## src/design/sat_pkg.sv

```systemverilog
// sat_pkg: shared constants and types for the separating axis polygon test
// no dependencies
`timescale 1ns / 1ps
`default_nettype none
package sat_pkg;
    localparam int MaxVertices = 8;
    localparam int CoordBits = 16;
    localparam int FieldBits = 16;
    localparam int DepthBits = 18;
    localparam int NormBits = 16;
    localparam logic [DepthBits-1:0] DepthMax = '1;
    localparam logic signed [NormBits-1:0] UnitQ14 = 16'sd16384;

    localparam logic [1:0] FUNC_V1 = 2'd0;
    localparam logic [1:0] FUNC_V2 = 2'd1;
    localparam logic [1:0] FUNC_C1 = 2'd2;
    localparam logic [1:0] FUNC_C2 = 2'd3;

    // request to the shared divide unit
    typedef struct packed {
        logic        start;
        logic [63:0] num;
        logic [35:0] den;
    } t_div_req;

    typedef struct packed {
        logic        done;
        logic [35:0] quo;
    } t_div_rsp;
endpackage
`default_nettype wire

```

## src/design/sat_sqrt.sv

```systemverilog
// sat_sqrt: bit-serial integer square root, one result bit per cycle
// depends on sat_pkg
`timescale 1ns / 1ps
`default_nettype none
module sat_sqrt
    import sat_pkg::*;
(
    input  wire         i_clk,
    input  wire         i_rst_n,
    input  wire         i_start,
    input  wire  [63:0] i_val,
    output logic        o_done,
    output logic [31:0] o_root
);
    logic [63:0] r_rem, n_rem;
    logic [31:0] r_root, n_root;
    logic [5:0]  r_cnt, n_cnt;
    logic        r_busy, n_busy, r_done, n_done;
    logic [63:0] r_val, n_val;
    logic [65:0] w_trial;
    logic [65:0] w_cur;

    // restoring square root, two radicand bits per step
    always_comb begin
        w_cur   = {r_rem[63:0], r_val[63:62]};
        w_trial = w_cur - {32'd0, r_root, 2'b01};
        n_rem = r_rem; n_root = r_root; n_cnt = r_cnt; n_busy = r_busy;
        n_val = r_val; n_done = 1'b0;
        if (i_start) begin
            n_rem = '0; n_root = '0; n_cnt = 6'd0; n_busy = 1'b1; n_val = i_val;
        end else if (r_busy) begin
            n_val = {r_val[61:0], 2'b00};
            if (!w_trial[65]) begin
                n_rem  = w_trial[63:0];
                n_root = {r_root[30:0], 1'b1};
            end else begin
                n_rem  = w_cur[63:0];
                n_root = {r_root[30:0], 1'b0};
            end
            n_cnt = r_cnt + 6'd1;
            if (r_cnt == 6'd31) begin
                n_busy = 1'b0; n_done = 1'b1;
            end
        end
    end

    always_ff @(posedge i_clk) begin
        if (!i_rst_n) begin
            r_busy <= 1'b0; r_done <= 1'b0; r_cnt <= '0;
        end else begin
            r_busy <= n_busy; r_done <= n_done; r_cnt <= n_cnt;
        end
        r_rem <= n_rem; r_root <= n_root; r_val <= n_val;
    end

    assign o_done = r_done;
    assign o_root = r_root;
endmodule
`default_nettype wire

```

## config.mk

```make
export PLATFORM = sky130hd
export DESIGN_NAME = sat_sqrt
export DESIGN_NICKNAME = d
export VERILOG_FILES = /design/src/design/sat_pkg.sv /design/src/design/sat_sqrt.sv
export SDC_FILE = /design/constraint.sdc
export NUM_CORES = 1
export LEC_CHECK = 0
export ABC_AREA = 1
export BUFFER_PORTS_ARGS = -buffer_cell sky130_fd_sc_hd__clkbuf_2
export CAP_MARGIN = 15
export CORE_MARGIN = 2
export CORE_UTILIZATION = 35
export CTS_BUF_LIST = sky130_fd_sc_hd__clkbuf_16
export CTS_CLUSTER_SIZE = 28
export DETAILED_ROUTE_END_ITERATION = 7
export MAX_ROUTING_LAYER = met4
export PLACE_DENSITY = 0.55
export SYNTH_ARGS = -nofsm -noshare
export SYNTH_HDL_FRONTEND = slang
export SYNTH_SLANG_ARGS = --single-unit
```

## constraint.sdc

```tcl
create_clock -name i_clk -period 4.71 [get_ports i_clk]
set_input_delay 1.413 -clock i_clk [delete_from_list [all_inputs] [get_ports i_clk]]
set_output_delay 1.413 -clock i_clk [all_outputs]
set_load 0.1 [all_outputs]
```

==> impl_metrics.py, run 1 <==
metrics = {
    "sta": {
        "holdWs_ns": 0.4671,
        "min_period_ns": 3.295,
        "fin_skew_ns": 0.01449,
        "worstMarginPinSlew_ns": 1.063,
        "hold_viol_final": 0,
        "min_period_over_period": 0.6995,
        "final.setup.worst_slack_ns": 1.415,
        "max-slew-margin-rel": 0.2905,
        "fmax_mhz": 303.5,
        "drv_slew": 0,
        "setup_tns_ns": 0,
        "rsz0062_at_grt": "no",
        "final-setup-viol-count": 0,
    },
    "final_layout": {
        "antenna_cells": 0,
        "n_fill_cell": 3437,
        "nNetsFinal": 1943,
        "areaGrowthSynthToFinish_pct": 13.25,
        "drive_gt1_frac": 0.08302,
        "fin_cells": 2257,
    },
    "global_routing": {
        "use_met2": 0.3113,
        "use_met3": 0.03670,
        "use_met1": 0.2726,
        "grt_pass1_wl_mm": 51.83,
        "gr-max-usage-layer": "met2",
        "antenna_found_initial": 0,
        "grt.total_usage": 0.2030,
        "grt_pass1_vias": 10160,
        "grt_max_degree": 66,
        "overflow": 0,
    },
    "die": {
        "row_count": 65,
        "num_io_pins": 100,
        "chipHeight_microns": 181.5,
        "die_w_microns": 181.5,
        "dieArea_sq_mm": 0.03296,
        "initial_core_util": 0.3523,
        "core_sq_mm": 0.03131,
    },
    "placed_design": {
        "dp.cells": 2225,
        "hpwlAfterDp_mm": 23.69,
        "gp_congestion": 0.9040,
        "place_ws_ns": 1.439,
        "port_buffers": 99,
    },
    "job": {
        "cap_violations": 0,
    },
    "critical_path": {
        "path_cells": "inv_1, ha_1, nand2_1, nor2_1, inv_1, nor2_2, nand2_1, inv_1, nand2_1, nand2_1, nand2_1, nand2_2, nand2_2, nand2_4, nand2_1, nand3_1, o21ai_1",
        "cp-end-kind": "flop",
        "cpMaxStageDelayCell": "nand2_4",
        "crit_type": "flop to flop",
        "critPathMaxStageDelay_ns": 0.54,
        "critPathLaunchType": "flop",
        "crit_required_ns": 5.03,
        "cp_common_cell": "nand2_1",
        "crit_fanout": 37,
        "crit_arrival_ns": 3.62,
    },
    "clock_tree": {
        "cts-root-buf": "clkbuf_16",
        "numCtsBuffers": 17,
        "h-tree-depth": 4,
        "ctsLongestPathBuffers": 2,
        "cts_tree": "yes",
        "clkLatencyLatePin_ns": 0.45,
        "cts_resized": 0,
        "postCtsSetupRepairBufs": 0,
        "cts_num_sinks": 168,
        "hold_buffers": 0,
        "clk_pin_slew_worst_paths_ns": 0.07,
    },
    "routing": {
        "num_vias": 10700,
        "drt_iter0_markers": 621,
        "drcViolationCount": 0,
        "wl_mm": 31.44,
        "wl_per_cell_microns": 13.93,
        "drt-vias-per-instance": 4.740,
        "first_pass_iters": 5,
        "antenna_left": 0,
    },
    "logic_synthesis": {
        "syn_area_sq_mm": 0.01103,
        "syn_avg_cell_area_sq_um": 6.236,
        "synth_nets": 1870,
        "syn-instance-count": 1769,
        "yosys_register_bits": 168,
        "ys_types": 36,
        "synth_top_cell_by_area": "nand2_1",
        "synth.area.top_cells": "nand2_1 (29%), dfxtp_1 (19%), edfxtp_1 (17%)",
        "synth_top_area_frac": 0.2896,
        "seq_area_frac_synth": 0.3629,
        "yosys_warnings": 0,
    },
    "status": {
        "status": "finished, final reports clean",
    },
    "hold_path": {
        "min_path_type": "flop to flop",
    },
}
## synthesized netlist by cell type (all sizes together)
cell type / count
o21bai: 3
edfxtp: 64
clkinv: 2
nand3b: 11
nor2: 132
inv: 223
nand3: 130
nor3b: 1
dfxtp: 104
buf: 21
nand2: 858
xnor2: 2
nor3: 20
o22ai: 32
a31oi: 1
nand4: 11
a21boi: 1
ha: 34
xor2: 30
o21ai: 13
a21oi: 33
nor4: 4
o211ai: 1
clkbuf: 32
and2: 5
a21o: 1
## metrics by stage
stage	area (sq um)	util
CTS	12490	0.3990
floorplan	11030	-
detailed placement	11870	0.3790
finish	12490	0.3990
global placement	11870	0.3790
global route	12490	0.3990
## sequential cells by signal, summed over array words and instances, names as in the netlist
signal,count
r_rem,64
r_val,64
o_root,32
r_cnt,6
o_done,1
r_busy,1
## routing by layer
layer  routed length [microns]  part of all wire
met5                         0                 0
met4                       635             0.020
met3                      1558             0.050
met2                     13660              0.43
met1                     15590              0.50
## path summary, 6_finish.rpt
kind / from / endpoint / slack, ns / cells past startpoint
max: o_root[15] / r_rem[0] / 1.42 / 17
min: r_rem[62] / r_rem[62] / 0.47 / 2
max reg2reg: o_root[15] / r_rem[0] / 1.42 / 17
min reg2reg: r_rem[62] / r_rem[62] / 0.47 / 2
## final cells by class
| cell class | instances | area [sq um] | area share |
|---|---|---|---|
| Tap cell | 402 | 503.0 | 0.04026 |
| Inverter | 225 | 845.8 | 0.06770 |
| Clock inverter | 15 | 200.2 | 0.01602 |
| Multi-Input combinational cell | 1323 | 5947 | 0.4760 |
| Timing Repair Buffer | 107 | 568.0 | 0.04547 |
| Sequential cell | 168 | 4004 | 0.3205 |
| Clock buffer | 17 | 425.4 | 0.03405 |
## cells in the final DEF (no fill, tap or decap), types with 2 or more instances in the layout
master,netlist,layout
nand2_1,851,851
inv_1,222,224
nand3_1,128,128
nor2_1,128,126
dfxtp_1,104,104
clkbuf_2,0,99
edfxtp_1,64,64
ha_1,34,34
a21oi_1,33,33
o22ai_1,32,32
xor2_1,30,30
nor3_1,20,20
clkbuf_16,0,17
nand4_1,11,11
nand3b_1,11,11
o21ai_0,8,8
buf_4,3,7
nor2_2,4,5
o21ai_1,5,5
and2_1,5,5
nand2_2,4,4
bufinv_16,0,4
nand2_4,3,3
o21bai_1,3,3
nor4_1,3,3
inv_8,0,3
clkinvlp_4,0,3
inv_2,1,2
nand3_2,2,2
xnor2_1,2,2
clkinv_1,2,2
## critical path: cells and delay by family (launching register included)
family	cells	cell delay [ns]
AOI/OAI and AO/OA	1	0.06
adders and majority gates	1	0.41
buffers and inverters	3	0.21
and+or+nand+nor	12	2.12
DFF	1	0.33
## logic make-up after synthesis
logic type / Yosys count / share of synthesized area
flops: 168 / 0.3629
xor+xnor: 32 / 0.02541
simple gates: 1172 / 0.4305
fa+ha+maj: 34 / 0.03856
compound gates: 85 / 0.04367
buf+inv: 278 / 0.09890
Power of run 1 is left out: the tool's default activity adds up to more than one toggle a clock period on the data nets, which glitch-free logic cannot reach.
==> run 2: changes to the inputs <==
Settings changed: PLACE_DENSITY 0.55 to 0.57.
Clock period 4.71 ns to 2.95 ns, I/O delays scaled along.
==> run 2 against run 1 <==
  * Register-to-register slack lost 1.2 ns
  * Clock-buffer cell count is the same
  * Global-route usage is 0.47 points higher
  * Die area is the same
  * Worst setup slack got worse by 1.2 ns
  * Via count grew 1.7%
  * Maximum frequency is 20% higher
  * Clock skew increased by 0.0041 ns
  * Sequential share of layout area shrank 0.29 points
  * Routed wire length rose by 4.1%
  * Cell count increased by 0.58%
==> impl_metrics.py, run 2 (synthesized netlist as in run 1, its figures left out) <==
metrics = {
    "status": {
        "status": "finished, final reports clean",
    },
    "die": {
        "initial_core_util": 0.3523,
        "dieArea_sq_mm": 0.03296,
        "die_w_microns": 181.5,
        "num_io_pins": 100,
        "row_count": 65,
        "chipHeight_microns": 181.5,
        "core_sq_mm": 0.03131,
    },
    "critical_path": {
        "crit_type": "flop to flop",
        "crit_arrival_ns": 3.13,
        "cp_common_cell": "nand2_1",
        "critPathMaxStageDelay_ns": 0.36,
        "r2r_setup_slack_ns": 0.20,
        "crit_required_ns": 3.33,
        "worst-path-buf-inv": 2,
        "cp-end-kind": "flop",
        "crit_fanout": 12,
        "critPathLaunchType": "flop",
        "cpMaxStageDelayCell": "ha_1",
        "path_cells": "inv_1, ha_1, nand2_2, nor2_2, nand3_1, nand3_2, nand2_1, nand2_2, nand2_1, nand2_1, nand2_2, nand2_2, nand2_4, nand2_4, buf_4, nand2_1, nand2_1, nand2_1, nand2_1",
        "path_delay_family": "simple AND/OR/NAND/NOR gates",
    },
    "sta": {
        "hold_viol_final": 0,
        "worstMarginPinSlew_ns": 1.073,
        "fin_skew_ns": 0.01860,
        "holdWs_ns": 0.4747,
        "max-slew-margin-rel": 0.2839,
        "fmax_mhz": 363.8,
        "final-setup-viol-count": 0,
        "final.setup.worst_slack_ns": 0.2014,
        "min_period_ns": 2.749,
        "drv_slew": 0,
        "rsz0062_at_grt": "yes",
        "min_period_over_period": 0.9317,
    },
    "clock_tree": {
        "numCtsBuffers": 17,
        "cts_tree": "yes",
        "ctsLongestPathBuffers": 2,
        "clk_pin_slew_worst_paths_ns": 0.07,
        "cts-root-buf": "clkbuf_16",
        "clkLatencyLatePin_ns": 0.45,
        "h-tree-depth": 4,
        "cts_num_sinks": 168,
    },
    "final_layout": {
        "final_common_cell": "nand2_1",
        "drive_gt1_frac": 0.09636,
        "multi_input_comb_area_sq_mm": 0.006005,
        "nNetsFinal": 1956,
        "areaGrowthSynthToFinish_pct": 14.50,
        "n_fill_cell": 3400,
        "fin_area_sq_mm": 0.01263,
        "antenna_cells": 0,
        "fin_cells": 2270,
        "seq_area_sq_mm": 0.004011,
        "final_cell_mix": "nand2_1 (850), inv_1 (223), nand3_1 (127)",
    },
    "placed_design": {
        "placed_area_sq_mm": 0.01200,
        "gp_congestion": 0.9816,
        "hpwlAfterDp_mm": 24.24,
        "dp.cells": 2237,
        "place_ws_ns": 0.1667,
        "port_buffers": 99,
    },
    "routing": {
        "num_vias": 10880,
        "antenna_left": 0,
        "first_pass_iters": 7,
        "drt_iter0_markers": 723,
        "drt-vias-per-instance": 4.793,
        "wl_per_cell_microns": 14.41,
        "drcViolationCount": 0,
        "wl_mm": 32.72,
    },
    "global_routing": {
        "grt_max_degree": 86,
        "grt_pass1_wl_mm": 53.57,
        "grt.total_usage": 0.2077,
        "overflow": 0,
        "grt_pass1_vias": 10370,
        "antenna_found_initial": 0,
    },
    "hold_path": {
        "min_path_type": "flop to flop",
    },
    "job": {
        "cap_violations": 0,
    },
}
[run 2: cell types whose count changed in the layout (fill, tap and decap cells not counted), sizes merged]
cell      previous run  this run
nand2              858       859
clkinvlp             3         2
buf                  8        20
clkinv               3         7
bufinv               4         1
[run 2: repair_timing]
item	in CTS	in global routing
hold buffers	0	0
endpoints found under the setup margin	0	65
buffers inserted	0	0
resized for setup	0	12
[run 2: stage by stage]
step	utilization	TNS [ns]
after floorplan	-	0
after global placement	0.3833	0
after detailed placement	0.3833	0
after CTS	0.4010	0
after global routing	0.4034	-0.1187
final	0.4034	0
[run 2: final timing paths]
| check | endpoint | start | depth (start not counted) |
|---|---|---|---|
| hold reg to reg | r_rem[17] | r_rem[17] | 2 |
| hold / removal | r_rem[17] | r_rem[17] | 2 |
| setup reg to reg | r_rem[9] | o_root[6] | 19 |
| setup / recovery | r_rem[9] | o_root[6] | 19 |
[run 2: final cells by class]
| type | instances | area share |
|---|---|---|
| repair buffers | 119 | 0.05636 |
| clock buffers | 17 | 0.03368 |
| inverters | 225 | 0.06696 |
| well taps | 402 | 0.03982 |
| flip-flops and latches | 168 | 0.3176 |
| multi-input cells | 1324 | 0.4754 |
| clock inverters | 15 | 0.01020 |
[run 2: worst register-to-register path, cell delays in order, from the launching register on]
cell,delay [ns]
dfxtp_2,0.33
inv_1,0.06
ha_1,0.36
nand2_2,0.11
nor2_2,0.18
nand3_1,0.13
nand3_2,0.15
nand2_1,0.09
nand2_2,0.12
nand2_1,0.08
nand2_1,0.11
nand2_2,0.11
nand2_2,0.13
nand2_4,0.07
nand2_4,0.19
buf_4,0.22
nand2_1,0.07
nand2_1,0.07
nand2_1,0.05
nand2_1,0.07
[run 2: per-layer routing]
metal  GRT usage  vias to the layer above  wire (microns)
met5           -                        -               0
met4     0.06146                        0             609
met3     0.03450                       36            1578
met2      0.3284                      267           14830
met1      0.2734                     4913           15700
li1            -                     5664               -
Power of run 2 is left out for the same reason.
==> run 3: changes to the inputs <==
Settings changed: CORE_ASPECT_RATIO set to 1.75, PLACE_DENSITY 0.57 to unset.
==> run 3 against run 2 <==
  * Clock-buffer cell count did not move
  * Non-clock buffer count up 9
  * Utilization increased by 0.15 points
  * First-iteration DRC count shrank 33%
  * Largest cell class unchanged
  * Clock skew is 0.0031 ns lower
  * Via count shrank 0.40%
  * Sequential cell count unchanged
  * Critical path type unchanged
  * Routed wire length up 3.9%
  * Maximum frequency is 0.77% higher
  * Sequential share of layout area decreased by 0.12 points
==> impl_metrics.py, run 3 (synthesized netlist as in run 1, its figures left out) <==
metrics = {
    "sta": {
        "min_period_over_period": 0.9246,
        "fmax_mhz": 366.6,
        "final-setup-viol-count": 0,
        "rsz0062_at_grt": "no",
        "drv_slew": 0,
        "fin_skew_ns": 0.01547,
        "hold_viol_final": 0,
        "max-slew-margin-rel": 0.4916,
        "min_period_ns": 2.728,
        "worstMarginPinSlew_ns": 0.7626,
        "setup_tns_ns": 0,
    },
    "critical_path": {
        "critPathLaunchType": "flop",
        "cp-end-kind": "flop",
        "crit_arrival_ns": 3.09,
        "crit_type": "flop to flop",
        "cp-startpoint": "o_root[6]",
        "crit_fanout": 37,
        "crit_required_ns": 3.31,
        "r2r_setup_slack_ns": 0.22,
        "worstReg2RegStart": "o_root[6]",
        "r2r_cells": 19,
        "worstReg2RegEnd": "r_rem[10]",
    },
    "clock_tree": {
        "cts-root-buf": "clkbuf_16",
        "numCtsBuffers": 17,
        "ctsLongestPathBuffers": 2,
        "clk_pin_slew_worst_paths_ns": 0.08,
        "clkLatencyLatePin_ns": 0.47,
        "h-tree-depth": 4,
        "cts_tree": "yes",
        "cts_num_sinks": 168,
        "hold_buffers": 0,
    },
    "routing": {
        "wl_mm": 33.99,
        "drcViolationCount": 0,
        "first_pass_iters": 5,
        "num_vias": 10840,
        "wl_per_cell_microns": 14.96,
        "antenna_left": 0,
        "drt_iter0_markers": 486,
        "drt-vias-per-instance": 4.769,
    },
    "die": {
        "row_count": 86,
        "die_w_microns": 138.2,
        "chipHeight_microns": 238.9,
        "initial_core_util": 0.3523,
        "dieArea_sq_mm": 0.03301,
        "num_io_pins": 100,
        "core_sq_mm": 0.03131,
    },
    "global_routing": {
        "grt_pass1_wl_mm": 55.01,
        "grt.total_usage": 0.2168,
        "grt_pass1_vias": 10850,
        "antenna_found_initial": 0,
        "overflow": 0,
        "grt_max_degree": 64,
    },
    "final_layout": {
        "antenna_cells": 0,
        "multi_input_comb_area_sq_mm": 0.005947,
        "final_common_cell": "nand2_1",
        "drive_gt1_frac": 0.09808,
        "areaGrowthSynthToFinish_pct": 14.94,
        "seq_area_sq_mm": 0.004011,
        "fin_area_sq_mm": 0.01268,
        "fin_cells": 2272,
        "n_fill_cell": 3389,
        "final_cell_mix": "nand2_1 (851), inv_1 (222), nand3_1 (128)",
        "utilization": 0.4049,
        "nNetsFinal": 1964,
    },
    "placed_design": {
        "hpwlAfterDp_mm": 26.67,
        "dp.cells": 2240,
        "gp_congestion": 0.9929,
        "placed_area_sq_mm": 0.01210,
        "port_buffers": 99,
    },
    "job": {
        "cap_violations": 0,
    },
    "hold_path": {
        "min_to": "r_rem[62]",
        "min_path_type": "flop to flop",
        "min-delay-start": "r_rem[62]",
        "holdPathStages": 2,
    },
    "status": {
        "status": "finished, final reports clean",
    },
}
[run 3: cell count changes in the layout (fill, tap and decap cells not counted), moves of 2 or more]
cell / previous run / this run
buf_12: 5 / 7
ha_1: 31 / 34
ha_2: 2 / 0
buf_4: 14 / 22
inv_8: 1 / 6
clkinv_8: 0 / 2
clkinv_2: 2 / 0
clkinvlp_4: 2 / 0
inv_2: 4 / 2
[run 3: worst max path at each step]
stage,to,cells after the start,slack [ns]
4_1_cts,r_rem[0],19,0.25
3_5_place_dp,r_rem[10],19,0.26
5_1_grt,r_rem[50],20,0.004
3_3_place_gp,r_rem[2],19,0.33
6_report,r_rem[10],19,0.22
2_1_floorplan,r_rem[11],18,0.004
[run 3: through the flow]
stage / hold slack (ns) / setup WS (ns)
2_1_floorplan: 0.4271 / 0.004454
3_3_place_gp: 0.4489 / 0.3281
3_5_place_dp: 0.4513 / 0.2627
4_1_cts: 0.4641 / 0.2514
5_1_grt: 0.4941 / 0.003731
6_report: 0.4662 / 0.2224
[run 3: critical path: stages, from the launching register on]
cell	delay, ns
dfxtp_2	0.33
inv_1	0.07
ha_1	0.37
nand2_2	0.14
inv_1	0.06
nand2_1	0.06
nand2_1	0.09
inv_1	0.08
nand3_2	0.14
nand2_1	0.11
nand2_2	0.07
nand2_1	0.06
nand2_1	0.07
nand2_1	0.15
nand3_1	0.22
nand2_4	0.15
buf_12	0.20
nand2_1	0.08
nand3_1	0.09
nand2_1	0.05
[run 3: what timing repair did]
item / CTS / global route
buffers inserted: 0 / 0
endpoints found under the setup margin: 0 / 2
resized for setup: 0 / 1
[run 3: routing by layer]
metal / GRT usage / wire length (microns) / up-vias
li1: - / - / 5670
met1: 0.2101 / 12810 / 4824
met4: 0.1379 / 2219 / 0
met3: 0.02804 / 978 / 100
met5: - / 0 / -
met2: 0.4044 / 17980 / 242
[run 3: cell type report]
type,count,area share
tap,396,0.03908
inverter,225,0.06680
sequential,168,0.3164
timing repair buffer,128,0.06315
multi-input combinational,1323,0.4690
clock buffer,17,0.03355
clock inverter,15,0.01204
Power of run 3 is left out for the same reason.
